$ cat src/design/eda_pkg.sv
// ----------------------------------------------------------------------------
// eda_pkg - shared types and constants
// Character codes, digit sizing and the status group of the iterative units.
// ----------------------------------------------------------------------------
`default_nettype none

package eda_pkg;

  localparam int unsigned EDA_DIGITS = 10;
  localparam int unsigned DIGIT_W    = 4;
  localparam int unsigned WORD_W     = 32;
  localparam int unsigned CHAR_W     = 8;
  localparam int unsigned STEP_W     = 5;

  localparam logic [CHAR_W-1:0] CHR_ZERO  = 8'd48;
  localparam logic [CHAR_W-1:0] CHR_PLUS  = 8'h2B;
  localparam logic [CHAR_W-1:0] CHR_MINUS = 8'h2D;
  localparam logic [CHAR_W-1:0] CHR_MUL   = 8'h78;
  localparam logic [CHAR_W-1:0] CHR_DIV   = 8'h2F;
  localparam logic [CHAR_W-1:0] CHR_MOD   = 8'h25;
  localparam logic [CHAR_W-1:0] CHR_EQ    = 8'h3D;

  localparam logic [STEP_W-1:0] STEP_LAST = 5'd31;

  typedef logic [EDA_DIGITS-1:0][DIGIT_W-1:0] bcd_word_t;

  typedef struct packed {
    logic busy;
    logic done;
  } eda_unit_sts_t;

endpackage

`default_nettype wire

$ cat src/design/eda_div.sv
// ----------------------------------------------------------------------------
// eda_div - radix-2 restoring divider
// One quotient bit per cycle; done pulses in the cycle after the last step.
// ----------------------------------------------------------------------------
`default_nettype none

module eda_div import eda_pkg::*; (
  input  wire                 clk,
  input  wire                 rst_n,
  input  wire                 start,
  input  wire  [WORD_W-1:0]   dividend,
  input  wire  [WORD_W-1:0]   divisor,
  output eda_unit_sts_t       sts,
  output logic [WORD_W-1:0]   quotient,
  output logic [WORD_W-1:0]   remainder
);

  logic [WORD_W-1:0] quo_r, quo_nxt;
  logic [WORD_W-1:0] rem_r, rem_nxt;
  logic [WORD_W-1:0] dsr_r, dsr_nxt;
  logic [STEP_W-1:0] cnt_r, cnt_nxt;
  logic              busy_r, busy_nxt;
  logic              done_r, done_nxt;

  logic [WORD_W:0]   shifted;
  logic [WORD_W:0]   diff;
  logic              fits;

  always_comb begin
    shifted  = {rem_r, quo_r[WORD_W-1]};
    diff     = shifted - {1'b0, dsr_r};
    fits     = shifted >= {1'b0, dsr_r};
    quo_nxt  = quo_r;
    rem_nxt  = rem_r;
    dsr_nxt  = dsr_r;
    cnt_nxt  = cnt_r;
    busy_nxt = busy_r;
    done_nxt = 1'b0;
    if (start) begin
      quo_nxt  = dividend;
      rem_nxt  = '0;
      dsr_nxt  = divisor;
      cnt_nxt  = '0;
      busy_nxt = 1'b1;
    end else if (busy_r) begin
      rem_nxt = fits ? diff[WORD_W-1:0] : shifted[WORD_W-1:0];
      quo_nxt = {quo_r[WORD_W-2:0], fits};
      cnt_nxt = cnt_r + 1'b1;
      if (cnt_r == STEP_LAST) begin
        busy_nxt = 1'b0;
        done_nxt = 1'b1;
      end
    end
  end

  always_ff @(posedge clk) begin
    if (!rst_n) begin
      busy_r <= 1'b0;
      done_r <= 1'b0;
      cnt_r  <= '0;
    end else begin
      busy_r <= busy_nxt;
      done_r <= done_nxt;
      cnt_r  <= cnt_nxt;
    end
    quo_r <= quo_nxt;
    rem_r <= rem_nxt;
    dsr_r <= dsr_nxt;
  end

  assign sts.busy  = busy_r;
  assign sts.done  = done_r;
  assign quotient  = quo_r;
  assign remainder = rem_r;

endmodule

`default_nettype wire

$ cat src/design/eda_bcd.sv
// ----------------------------------------------------------------------------
// eda_bcd - shift-and-add-3 binary to BCD converter
// One bit shifted in per cycle, a whole word per pass; reused for every number.
// ----------------------------------------------------------------------------
`default_nettype none

module eda_bcd import eda_pkg::*; (
  input  wire                 clk,
  input  wire                 rst_n,
  input  wire                 start,
  input  wire  [WORD_W-1:0]   value,
  output eda_unit_sts_t       sts,
  output bcd_word_t           digits
);

  logic [WORD_W-1:0] bin_r, bin_nxt;
  bcd_word_t         bcd_r, bcd_nxt;
  bcd_word_t         bcd_adj;
  logic [EDA_DIGITS*DIGIT_W-1:0] bcd_flat;
  logic [STEP_W-1:0] cnt_r, cnt_nxt;
  logic              busy_r, busy_nxt;
  logic              done_r, done_nxt;

  always_comb begin
    for (int i = 0; i < EDA_DIGITS; i++) begin
      bcd_adj[i] = (bcd_r[i] >= 4'd5) ? bcd_r[i] + 4'd3 : bcd_r[i];
    end
    bcd_flat = bcd_adj;
    bin_nxt  = bin_r;
    bcd_nxt  = bcd_r;
    cnt_nxt  = cnt_r;
    busy_nxt = busy_r;
    done_nxt = 1'b0;
    if (start) begin
      bin_nxt  = value;
      bcd_nxt  = '0;
      cnt_nxt  = '0;
      busy_nxt = 1'b1;
    end else if (busy_r) begin
      bcd_nxt = {bcd_flat[EDA_DIGITS*DIGIT_W-2:0], bin_r[WORD_W-1]};
      bin_nxt = {bin_r[WORD_W-2:0], 1'b0};
      cnt_nxt = cnt_r + 1'b1;
      if (cnt_r == STEP_LAST) begin
        busy_nxt = 1'b0;
        done_nxt = 1'b1;
      end
    end
  end

  always_ff @(posedge clk) begin
    if (!rst_n) begin
      busy_r <= 1'b0;
      done_r <= 1'b0;
      cnt_r  <= '0;
    end else begin
      busy_r <= busy_nxt;
      done_r <= done_nxt;
      cnt_r  <= cnt_nxt;
    end
    bin_r <= bin_nxt;
    bcd_r <= bcd_nxt;
  end

  assign sts.busy = busy_r;
  assign sts.done = done_r;
  assign digits   = bcd_r;

endmodule

`default_nettype wire

$ cat src/design/equation_to_decimal_ascii.sv
// Equation printer: 'A op B =' then the result if any, one decimal ASCII char per transaction.
// The first character follows the BCD pass of the first operand and the dropped leading zeros.
// Each equation takes up to three BCD passes (two when it ends at '='), ten digit slots per
//   number, and a divide for / and % with a nonzero divisor; back-pressure can stretch it.
// Input is taken only between equations; the output register decouples the sides.
// Reset (synchronous, active low) returns the sequencer to idle and drops out_tvalid.
// ----------------------------------------------------------------------------
// equation_to_decimal_ascii - top level sequencer
// Latches the operands, drives the shared BCD converter and the divider, and
// emits the equation text through a registered output stage.
// ----------------------------------------------------------------------------
`default_nettype none

module equation_to_decimal_ascii import eda_pkg::*; (
  input  wire         clk,
  input  wire         rst_n,
  input  wire         in_tvalid,
  output logic        in_tready,
  input  wire  [71:0] in_tdata,   // first_operand[31:0], operation[39:32], second_operand[71:40]
  output logic        out_tvalid,
  input  wire         out_tready,
  output logic [7:0]  out_tdata,  // character[7:0]
  output logic        out_tlast,
  output logic        out_tuser   // divide_by_zero[0]
);

  typedef enum logic [6:0] {
    S_IDLE = 7'b0000001,
    S_CONV = 7'b0000010,
    S_NUM  = 7'b0000100,
    S_OP   = 7'b0001000,
    S_EQ   = 7'b0010000,
    S_DIV  = 7'b0100000,
    S_RES  = 7'b1000000
  } state_t;

  typedef enum logic [1:0] {
    PART_A,
    PART_B,
    PART_RES
  } part_t;

  state_t            state_r, state_nxt;
  part_t             part_r, part_nxt;
  logic [3:0]        idx_r, idx_nxt;
  logic              started_r, started_nxt;
  logic [WORD_W-1:0] a_r, a_nxt;
  logic [WORD_W-1:0] b_r, b_nxt;
  logic [CHAR_W-1:0] op_r, op_nxt;
  logic [WORD_W-1:0] value_r, value_nxt;

  logic              ovalid_r, ovalid_nxt;
  logic [CHAR_W-1:0] ochar_r, ochar_nxt;
  logic              olast_r, olast_nxt;
  logic              ouser_r, ouser_nxt;

  logic              bcd_start;
  logic [WORD_W-1:0] bcd_value;
  eda_unit_sts_t     bcd_sts;
  bcd_word_t         bcd_digits;
  logic              div_start;
  eda_unit_sts_t     div_sts;
  logic [WORD_W-1:0] div_quo;
  logic [WORD_W-1:0] div_rem;

  logic              slot_free;
  logic [DIGIT_W-1:0] digit;
  logic              show;
  logic              is_add, is_sub, is_mul, is_div, is_mod;
  logic              known_op, div_zero, ends_at_eq;
  logic [WORD_W-1:0] arith;

  eda_bcd u_bcd (
    .clk    (clk),
    .rst_n  (rst_n),
    .start  (bcd_start),
    .value  (bcd_value),
    .sts    (bcd_sts),
    .digits (bcd_digits)
  );

  eda_div u_div (
    .clk       (clk),
    .rst_n     (rst_n),
    .start     (div_start),
    .dividend  (a_r),
    .divisor   (b_r),
    .sts       (div_sts),
    .quotient  (div_quo),
    .remainder (div_rem)
  );

  always_comb begin
    slot_free  = !ovalid_r || out_tready;
    digit      = bcd_digits[idx_r];
    show       = started_r || (digit != '0) || (idx_r == '0);
    is_add     = op_r == CHR_PLUS;
    is_sub     = op_r == CHR_MINUS;
    is_mul     = op_r == CHR_MUL;
    is_div     = op_r == CHR_DIV;
    is_mod     = op_r == CHR_MOD;
    known_op   = is_add || is_sub || is_mul || is_div || is_mod;
    div_zero   = (is_div || is_mod) && (b_r == '0);
    ends_at_eq = !known_op || div_zero;
    if (is_add)      arith = a_r + b_r;
    else if (is_sub) arith = a_r - b_r;
    else             arith = a_r * b_r;

    state_nxt   = state_r;
    part_nxt    = part_r;
    idx_nxt     = idx_r;
    started_nxt = started_r;
    a_nxt       = a_r;
    b_nxt       = b_r;
    op_nxt      = op_r;
    value_nxt   = value_r;
    bcd_start   = 1'b0;
    bcd_value   = value_r;
    div_start   = 1'b0;
    ovalid_nxt  = ovalid_r && !out_tready;
    ochar_nxt   = ochar_r;
    olast_nxt   = olast_r;
    ouser_nxt   = ouser_r;
    in_tready   = 1'b0;

    unique case (state_r)
      S_IDLE: begin
        in_tready = 1'b1;
        bcd_value = in_tdata[31:0];
        if (in_tvalid) begin
          a_nxt     = in_tdata[31:0];
          op_nxt    = in_tdata[39:32];
          b_nxt     = in_tdata[71:40];
          bcd_start = 1'b1;
          part_nxt  = PART_A;
          state_nxt = S_CONV;
        end
      end
      S_CONV: begin
        if (bcd_sts.done) begin
          idx_nxt     = 4'(EDA_DIGITS - 1);
          started_nxt = 1'b0;
          state_nxt   = S_NUM;
        end
      end
      S_NUM: begin
        if (!show) begin
          // drop leading zero
          idx_nxt = idx_r - 1'b1;
        end else if (slot_free) begin
          ovalid_nxt  = 1'b1;
          ochar_nxt   = CHR_ZERO + {4'b0, digit};
          olast_nxt   = 1'b0;
          ouser_nxt   = 1'b0;
          started_nxt = 1'b1;
          idx_nxt     = idx_r - 1'b1;
          if (idx_r == '0) begin
            case (part_r)
              PART_A:   state_nxt = S_OP;
              PART_B:   state_nxt = S_EQ;
              default: begin
                olast_nxt = 1'b1;
                state_nxt = S_IDLE;
              end
            endcase
          end
        end
      end
      S_OP: begin
        bcd_value = b_r;
        if (slot_free) begin
          ovalid_nxt = 1'b1;
          ochar_nxt  = op_r;
          olast_nxt  = 1'b0;
          ouser_nxt  = 1'b0;
          bcd_start  = 1'b1;
          part_nxt   = PART_B;
          state_nxt  = S_CONV;
        end
      end
      S_EQ: begin
        if (slot_free) begin
          ovalid_nxt = 1'b1;
          ochar_nxt  = CHR_EQ;
          olast_nxt  = ends_at_eq;
          ouser_nxt  = div_zero;
          if (ends_at_eq) begin
            state_nxt = S_IDLE;
          end else if (is_div || is_mod) begin
            div_start = 1'b1;
            state_nxt = S_DIV;
          end else begin
            value_nxt = arith;
            state_nxt = S_RES;
          end
        end
      end
      S_DIV: begin
        if (div_sts.done) begin
          value_nxt = is_mod ? div_rem : div_quo;
          state_nxt = S_RES;
        end
      end
      S_RES: begin
        bcd_start = 1'b1;
        part_nxt  = PART_RES;
        state_nxt = S_CONV;
      end
      default: state_nxt = S_IDLE;
    endcase
  end

  always_ff @(posedge clk) begin
    if (!rst_n) begin
      state_r  <= S_IDLE;
      part_r   <= PART_A;
      ovalid_r <= 1'b0;
    end else begin
      state_r  <= state_nxt;
      part_r   <= part_nxt;
      ovalid_r <= ovalid_nxt;
    end
    idx_r     <= idx_nxt;
    started_r <= started_nxt;
    a_r       <= a_nxt;
    b_r       <= b_nxt;
    op_r      <= op_nxt;
    value_r   <= value_nxt;
    ochar_r   <= ochar_nxt;
    olast_r   <= olast_nxt;
    ouser_r   <= ouser_nxt;
  end

  assign out_tvalid = ovalid_r;
  assign out_tdata  = ochar_r;
  assign out_tlast  = olast_r;
  assign out_tuser  = ouser_r;

endmodule

`default_nettype wire

$ cat config.mk
export PLATFORM = sky130hd
export DESIGN_NAME = equation_to_decimal_ascii
export DESIGN_NICKNAME = d
export VERILOG_FILES = /design/src/design/eda_pkg.sv /design/src/design/eda_div.sv /design/src/design/eda_bcd.sv /design/src/design/equation_to_decimal_ascii.sv
export SDC_FILE = /design/constraint.sdc
export NUM_CORES = 2
export LEC_CHECK = 0
export ABC_CLOCK_PERIOD_IN_PS = 9600
export BUFFER_PORTS_ARGS = -buffer_cell sky130_fd_sc_hd__buf_4
export CORE_ASPECT_RATIO = 1.75
export CORE_MARGIN = 10
export CORE_UTILIZATION = 30
export DETAILED_ROUTE_END_ITERATION = 10
export PLACE_DENSITY = 0.54
export SLEW_MARGIN = 20
export SYNTH_ARGS = -nofsm -noshare
export SYNTH_HDL_FRONTEND = slang
export SYNTH_SLANG_ARGS = --single-unit
$ cat constraint.sdc
create_clock -name clk -period 9.6 [get_ports clk]
set_input_delay 0.96 -clock clk [delete_from_list [all_inputs] [get_ports clk]]
set_output_delay 0.96 -clock clk [all_outputs]
set_load 0.01 [all_outputs]
# ---- After elaboration in Yosys (flattened, before gate mapping)
# Cells that the tools add are included.
dict set report word_totals {
  ff_bits 311
  inputBits 76
  out_inout_bits 12
  elab_cells 213
}
dict set report op_classes {
  addsub 17
  n_mul 1
  magnitude_cmp 12
  eq_ne 26
  muxes 84
  n_bitwise 3
  n_reduce_logical 38
}
# op n
set ops {}
lappend ops {{$mux W32} 12}
lappend ops {{$pmux W32 S2} 2}
lappend ops {{$mux W7} 10}
lappend ops {{$sub A32 B32 Y32} 2}
lappend ops {{$mux W4} 13}
lappend ops {{$pmux W7 S7} 1}
lappend ops {{$ge A4 B3 Y1 const B} 10}
lappend ops {{$add A4 B2 Y4 const B} 9}
lappend ops {{$ge A33 B32 Y1} 1}
lappend ops {{$add A32 B32 Y32} 1}
lappend ops {{$eq A8 B6 Y1 const B} 4}
lappend ops {{$logic_not A32 Y1} 1}
lappend ops {{$mul A32 B32 Y32} 1}
lappend ops {{$mux W8} 4}
lappend ops {{$mux W1} 29}
lappend ops {{$pmux W8 S3} 1}
lappend ops {{$bmux W4 S4} 1}
lappend ops {{$ne A2 B2 Y1 const B} 8}
lappend ops {{$add A5 B1 Y5 const B} 2}
lappend ops {{$eq A5 B5 Y1 const B} 2}
lappend ops {{$pmux W5 S2} 1}
lappend ops {{$reduce_and A5 Y1} 2}
lappend ops {{$logic_or A1 B1 Y1} 9}
lappend ops {{$pmux W1 S3} 3}
lappend ops {{34 further kinds} 52}

# ---- Depth between registers and ports, before layout
dict set report depth {
  word_depth 11
  ltp_mapped 28
  mapped_depth_nobuf 26
}

# ---- By module
# A second synthesis with hierarchy kept.
dict set report hier_totals {
  hier_cells 3792
  hier_area_um2 35330.1
}
# mod n_inst cells_each area_each_um2 seq_area_each_um2
set modules_own_cells {}
lappend modules_own_cells {equation_to_decimal_ascii 1 2816 25286.8 3773.6}
lappend modules_own_cells {eda_div 1 577 5987.0 2702.6}
lappend modules_own_cells {eda_bcd 1 399 4056.4 1901.8}

# ---- Worst setup path before layout
# No wires, ideal clock.
dict set report synth_path {
  kind {flip-flop to flip-flop}
  start {reg b_r[2]}
  end {reg value_r[29] (data pin)}
  arrival_ns 6.682
  path_slack_ns 2.647
  path_stages_with_launch 25
  n_path_buf 2
  cell_sequence {edfxtp_1 > clkbuf_1 > clkbuf_1 > and2_1 > fa_1 > inv_1 > fa_1 > fa_1 > fa_1 > inv_1 > fa_1 > fa_1 > fa_1 > fa_1 > ha_1 > a21o_1 > a21o_1 > a21oi_1 > nand2_1 > a32o_1 > o21ai_0 > xor2_1 > o221ai_1 > a21oi_1 > a21oi_1}
}
dict set report synth_between {
  elab_chain_len 7
  elab_cells_between_ends 9
  cone_classes {2 x add/sub; 1 x mul; 6 x mux}
}
# item line_no
set synth_rtl {}
lappend synth_rtl {{from (decl)} equation_to_decimal_ascii.sv:48} ;# logic [WORD_W-1:0] b_r, b_nxt;
lappend synth_rtl {{from (signal assigned)} equation_to_decimal_ascii.sv:226} ;# b_r <= b_nxt;
lappend synth_rtl {{$mul A32 B32 Y32 or $sub A32 B32 Y32 (tied branches)} {equation_to_decimal_ascii.sv:107, equation_to_decimal_ascii.sv:106}}
lappend synth_rtl {{$mux W32} equation_to_decimal_ascii.sv:106} ;# else if (is_sub) arith = a_r - b_r;
lappend synth_rtl {{$mux W32 *} equation_to_decimal_ascii.sv:105} ;# if (is_add) arith = a_r + b_r;
lappend synth_rtl {{$mux W32 *} equation_to_decimal_ascii.sv:189} ;# end else if (is_div || is_mod) begin
lappend synth_rtl {{$mux W32 *} equation_to_decimal_ascii.sv:187} ;# if (ends_at_eq) begin
lappend synth_rtl {{$mux W32 *} equation_to_decimal_ascii.sv:182} ;# if (slot_free) begin
lappend synth_rtl {{$pmux W32 S2 *} equation_to_decimal_ascii.sv:126} ;# unique case (state_r)
lappend synth_rtl {{via value_nxt[29]} equation_to_decimal_ascii.sv:50} ;# logic [WORD_W-1:0] value_r, value_nxt;
lappend synth_rtl {{to (signal assigned)} equation_to_decimal_ascii.sv:228} ;# value_r <= value_nxt;
lappend synth_rtl {{to (decl)} equation_to_decimal_ascii.sv:50}
# Mark *: on every way through the listed nets, which the timed path passes. The rest lies on a longest branch. The select of a mux whose other input is x is not followed.
# A chain may end at the register's enable or synchronous reset.

# ---- Worst setup path after layout
# Same ends and word-level chain as after synthesis.

==> flow_metrics.tcl <==
set metrics [dict create \
    status "complete, no violations" \
    critPathLaunchType "register" \
    post_cts_buffers 0 \
    critPathArrivalTime_ns 8.21 \
    endpoint_kind "register" \
    holdWs_ns 0.488 \
    synth_area_per_cell_um2 9.20 \
    cts-root-buf "clkbuf_16" \
    hpwl_um 99400 \
    cts_sinks 311 \
    cts.repair.resized 0 \
    synth_common_cells "inv_1 (518), nand2_1 (437), fa_1 (411)" \
    htreeDepth 1 \
    nets 4503 \
    grt_overflow 0 \
    hp-start "u_bcd.digits[39]" \
    ios 88 \
    synth_seq_cells 311 \
    cts_buffer_depth 3 \
    path_class "register to register" \
    ant_nets 0 \
    coreArea_mm2 0.115 \
    timing.final.crit_share_pct 82.3 \
    gp_congestion 0.957 \
    tns_ns 0 \
    std_cell_rows 165 \
    drtIter0Drc 1998 \
    rsz0062_at_grt "no" \
    drc 0 \
    yosys_warnings 0 \
    synthesis.area_mm2 0.0347 \
    routed_via_density 5.29 \
    synth.top_cell.area_share_pct 23.7 \
    worstSkewPairLatency_ns 0.59 \
    slew_violations 0 \
    drive_above_1_share_pct 6.96 \
    syn-num-nets 4499 \
    setup_viol 0 \
    cts_tree "yes" \
    rr_startpoint "b_r[2]" \
    syn_inst 3770 \
    grt_pass1_vias 30200 \
    synth_largest_area_cell "fa_1" \
    io_buffers 87 \
    synth_cell_type_count 97 \
    synth_edf_count 215 \
    antenna_found_initial 7 \
    crit_start "b_r[2]" \
    die_area_mm2 0.130 \
    synthArstFlopShare_pct 0 \
    crit_fanout 17 \
    clk_pin_slew_worst_paths_ns 0.07 \
    seq_area_frac_synth_pct 24.2 \
    synthFlopType "edfxtp_1" \
    start_util_pct 30.1 \
    fin_worst_skew_ns 0.0219 \
    drv_cap 0 \
    dr.pass1.iters 9 \
    synthToLayoutAreaGrowth_pct 9.28 \
    holdBufCountCts 0 \
    post-route-min-period_ns 7.90 \
    synth.most_common_cell "inv_1" \
    dieWidth_um 277 \
    track_usage_pct 18.8 \
    synthTopCellsByArea "fa_1 (24%), edfxtp_1 (19%), ha_1 (8.7%)" \
    wirelength_um 126000 \
    grt_pass1_wl_um 188000 \
    max-slew-margin-rel_pct 20.1 \
    dr_total_vias 28000 \
    grt_max_degree 60 \
    cts_buffers 27 \
    tightest_slew_ns 1.19 \
    hold_class "register to register" \
    hold_viol 0 \
    wl_per_cell_um 23.7 \
    max_freq_mhz 127 \
    die_y_um 470 \
    cp.required_ns 9.91 \
]
## final cells by class
cell class | instances | area [um^2]
Fill cell | 12000 | 77300
Antenna cell | 2 | 5.00
Multi-Input combinational cell | 2745 | 23600
Timing Repair Buffer | 168 | 1260
Clock inverter | 13 | 101
Tap cell | 1503 | 1880
Inverter | 521 | 1960
Sequential cell | 311 | 8380
Clock buffer | 36 | 739
## critical path, cell delays in order, from the launching register on
cell,delay [ns]
edfxtp_1,0.86
buf_4,0.41
and2_1,0.20
fa_1,0.38
inv_1,0.07
fa_1,0.44
fa_1,0.48
fa_1,0.54
inv_1,0.05
fa_1,0.50
inv_1,0.06
fa_1,0.53
inv_1,0.05
fa_1,0.49
fa_1,0.42
ha_1,0.32
a21oi_1,0.18
o21ai_0,0.24
nand2_1,0.14
nand2_1,0.08
a32o_1,0.29
o21ai_0,0.37
xor2_1,0.19
o221ai_1,0.11
a21oi_1,0.15
a21oi_1,0.06
## cells by family (layout without fill, tap and decap cells)
| kind of cell | Yosys count | count (layout) | synth area share (%) |
|---|---|---|---|
| AND/OR/NAND/NOR | 1178 | 1178 | 16.3 |
| buffers and inverters | 714 | 738 | 7.97 |
| AO/OA/AOI/OAI | 683 | 683 | 12.7 |
| adder cells (fa/ha/maj) | 653 | 653 | 32.5 |
| flip-flops | 311 | 311 | 24.2 |
| XOR/XNOR | 151 | 151 | 3.81 |
| multiplexers | 80 | 80 | 2.60 |
| other | 0 | 2 | 0 |
## final timing paths
| kind | end | slack (ns) | cells past startpoint |
|---|---|---|---|
| setup / recovery | value_r[29] | 1.70 | 25 |
| hold / removal | u_bcd.digits[39] | 0.49 | 2 |
| setup reg to reg | value_r[29] | 1.70 | 25 |
| hold reg to reg | u_bcd.digits[39] | 0.49 | 2 |
## flip-flops by register name, indices dropped and copies added (netlist names), 32 cells and up
name,flops
u_bcd.digits,40
a_r,32
b_r,32
u_bcd.bin_r,32
u_div.dsr_r,32
u_div.quotient,32
u_div.remainder,32
value_r,32
## routing by layer
| metal | share of wire, % | wire length, um | vias to the layer above | track usage (%) |
|---|---|---|---|---|
| li1 | - | - | 12400 | - |
| met1 | 33 | 41800 | 14100 | 18.3 |
| met2 | 53 | 66400 | 1050 | 35.5 |
| met3 | 4.8 | 5990 | 503 | 2.15 |
| met4 | 8.9 | 11200 | 8 | 14.9 |
| met5 | 0.044 | 55 | - | 0 |
## per-stage QoR
step / utilization (%) / setup WS [ns] / area [um^2] / cells
final: 32.9 / 1.70 / 37900 / 5299
after global routing: 32.9 / 1.35 / 37900 / 5299
after CTS: 32.9 / 1.72 / 37900 / 5297
after detailed placement: 32.2 / 1.75 / 37000 / 5248
after global placement: 32.2 / 1.79 / 37000 / 5248
after floorplan: - / 2.65 / 34700 / 3770
## placed cells by master, fill, tap and decap left out, types with 12 or more instances in the layout
cell type  count
nand2_1      437
a211oi_1      38
nor2_1       255
a21o_1        36
o211ai_1      12
buf_4        168
nand3_1       29
fa_1         411
a31oi_1       50
nor4_1        22
and2_1       264
nor3_1        46
ha_1         242
nor2b_1       22
dfxtp_1       95
inv_1        518
nand2b_1      33
nand3b_1      13
mux2i_1       72
xor2_1        47
xnor2_1      104
o21ai_0      132
o21bai_1      22
o21a_1        15
a21oi_1      197
a22oi_1       42
clkbuf_16     27
edfxtp_1     215
o22ai_1       24
Power is left out: the tool's default activity adds up to more than one toggle a clock period on the data nets, which glitch-free logic cannot reach.
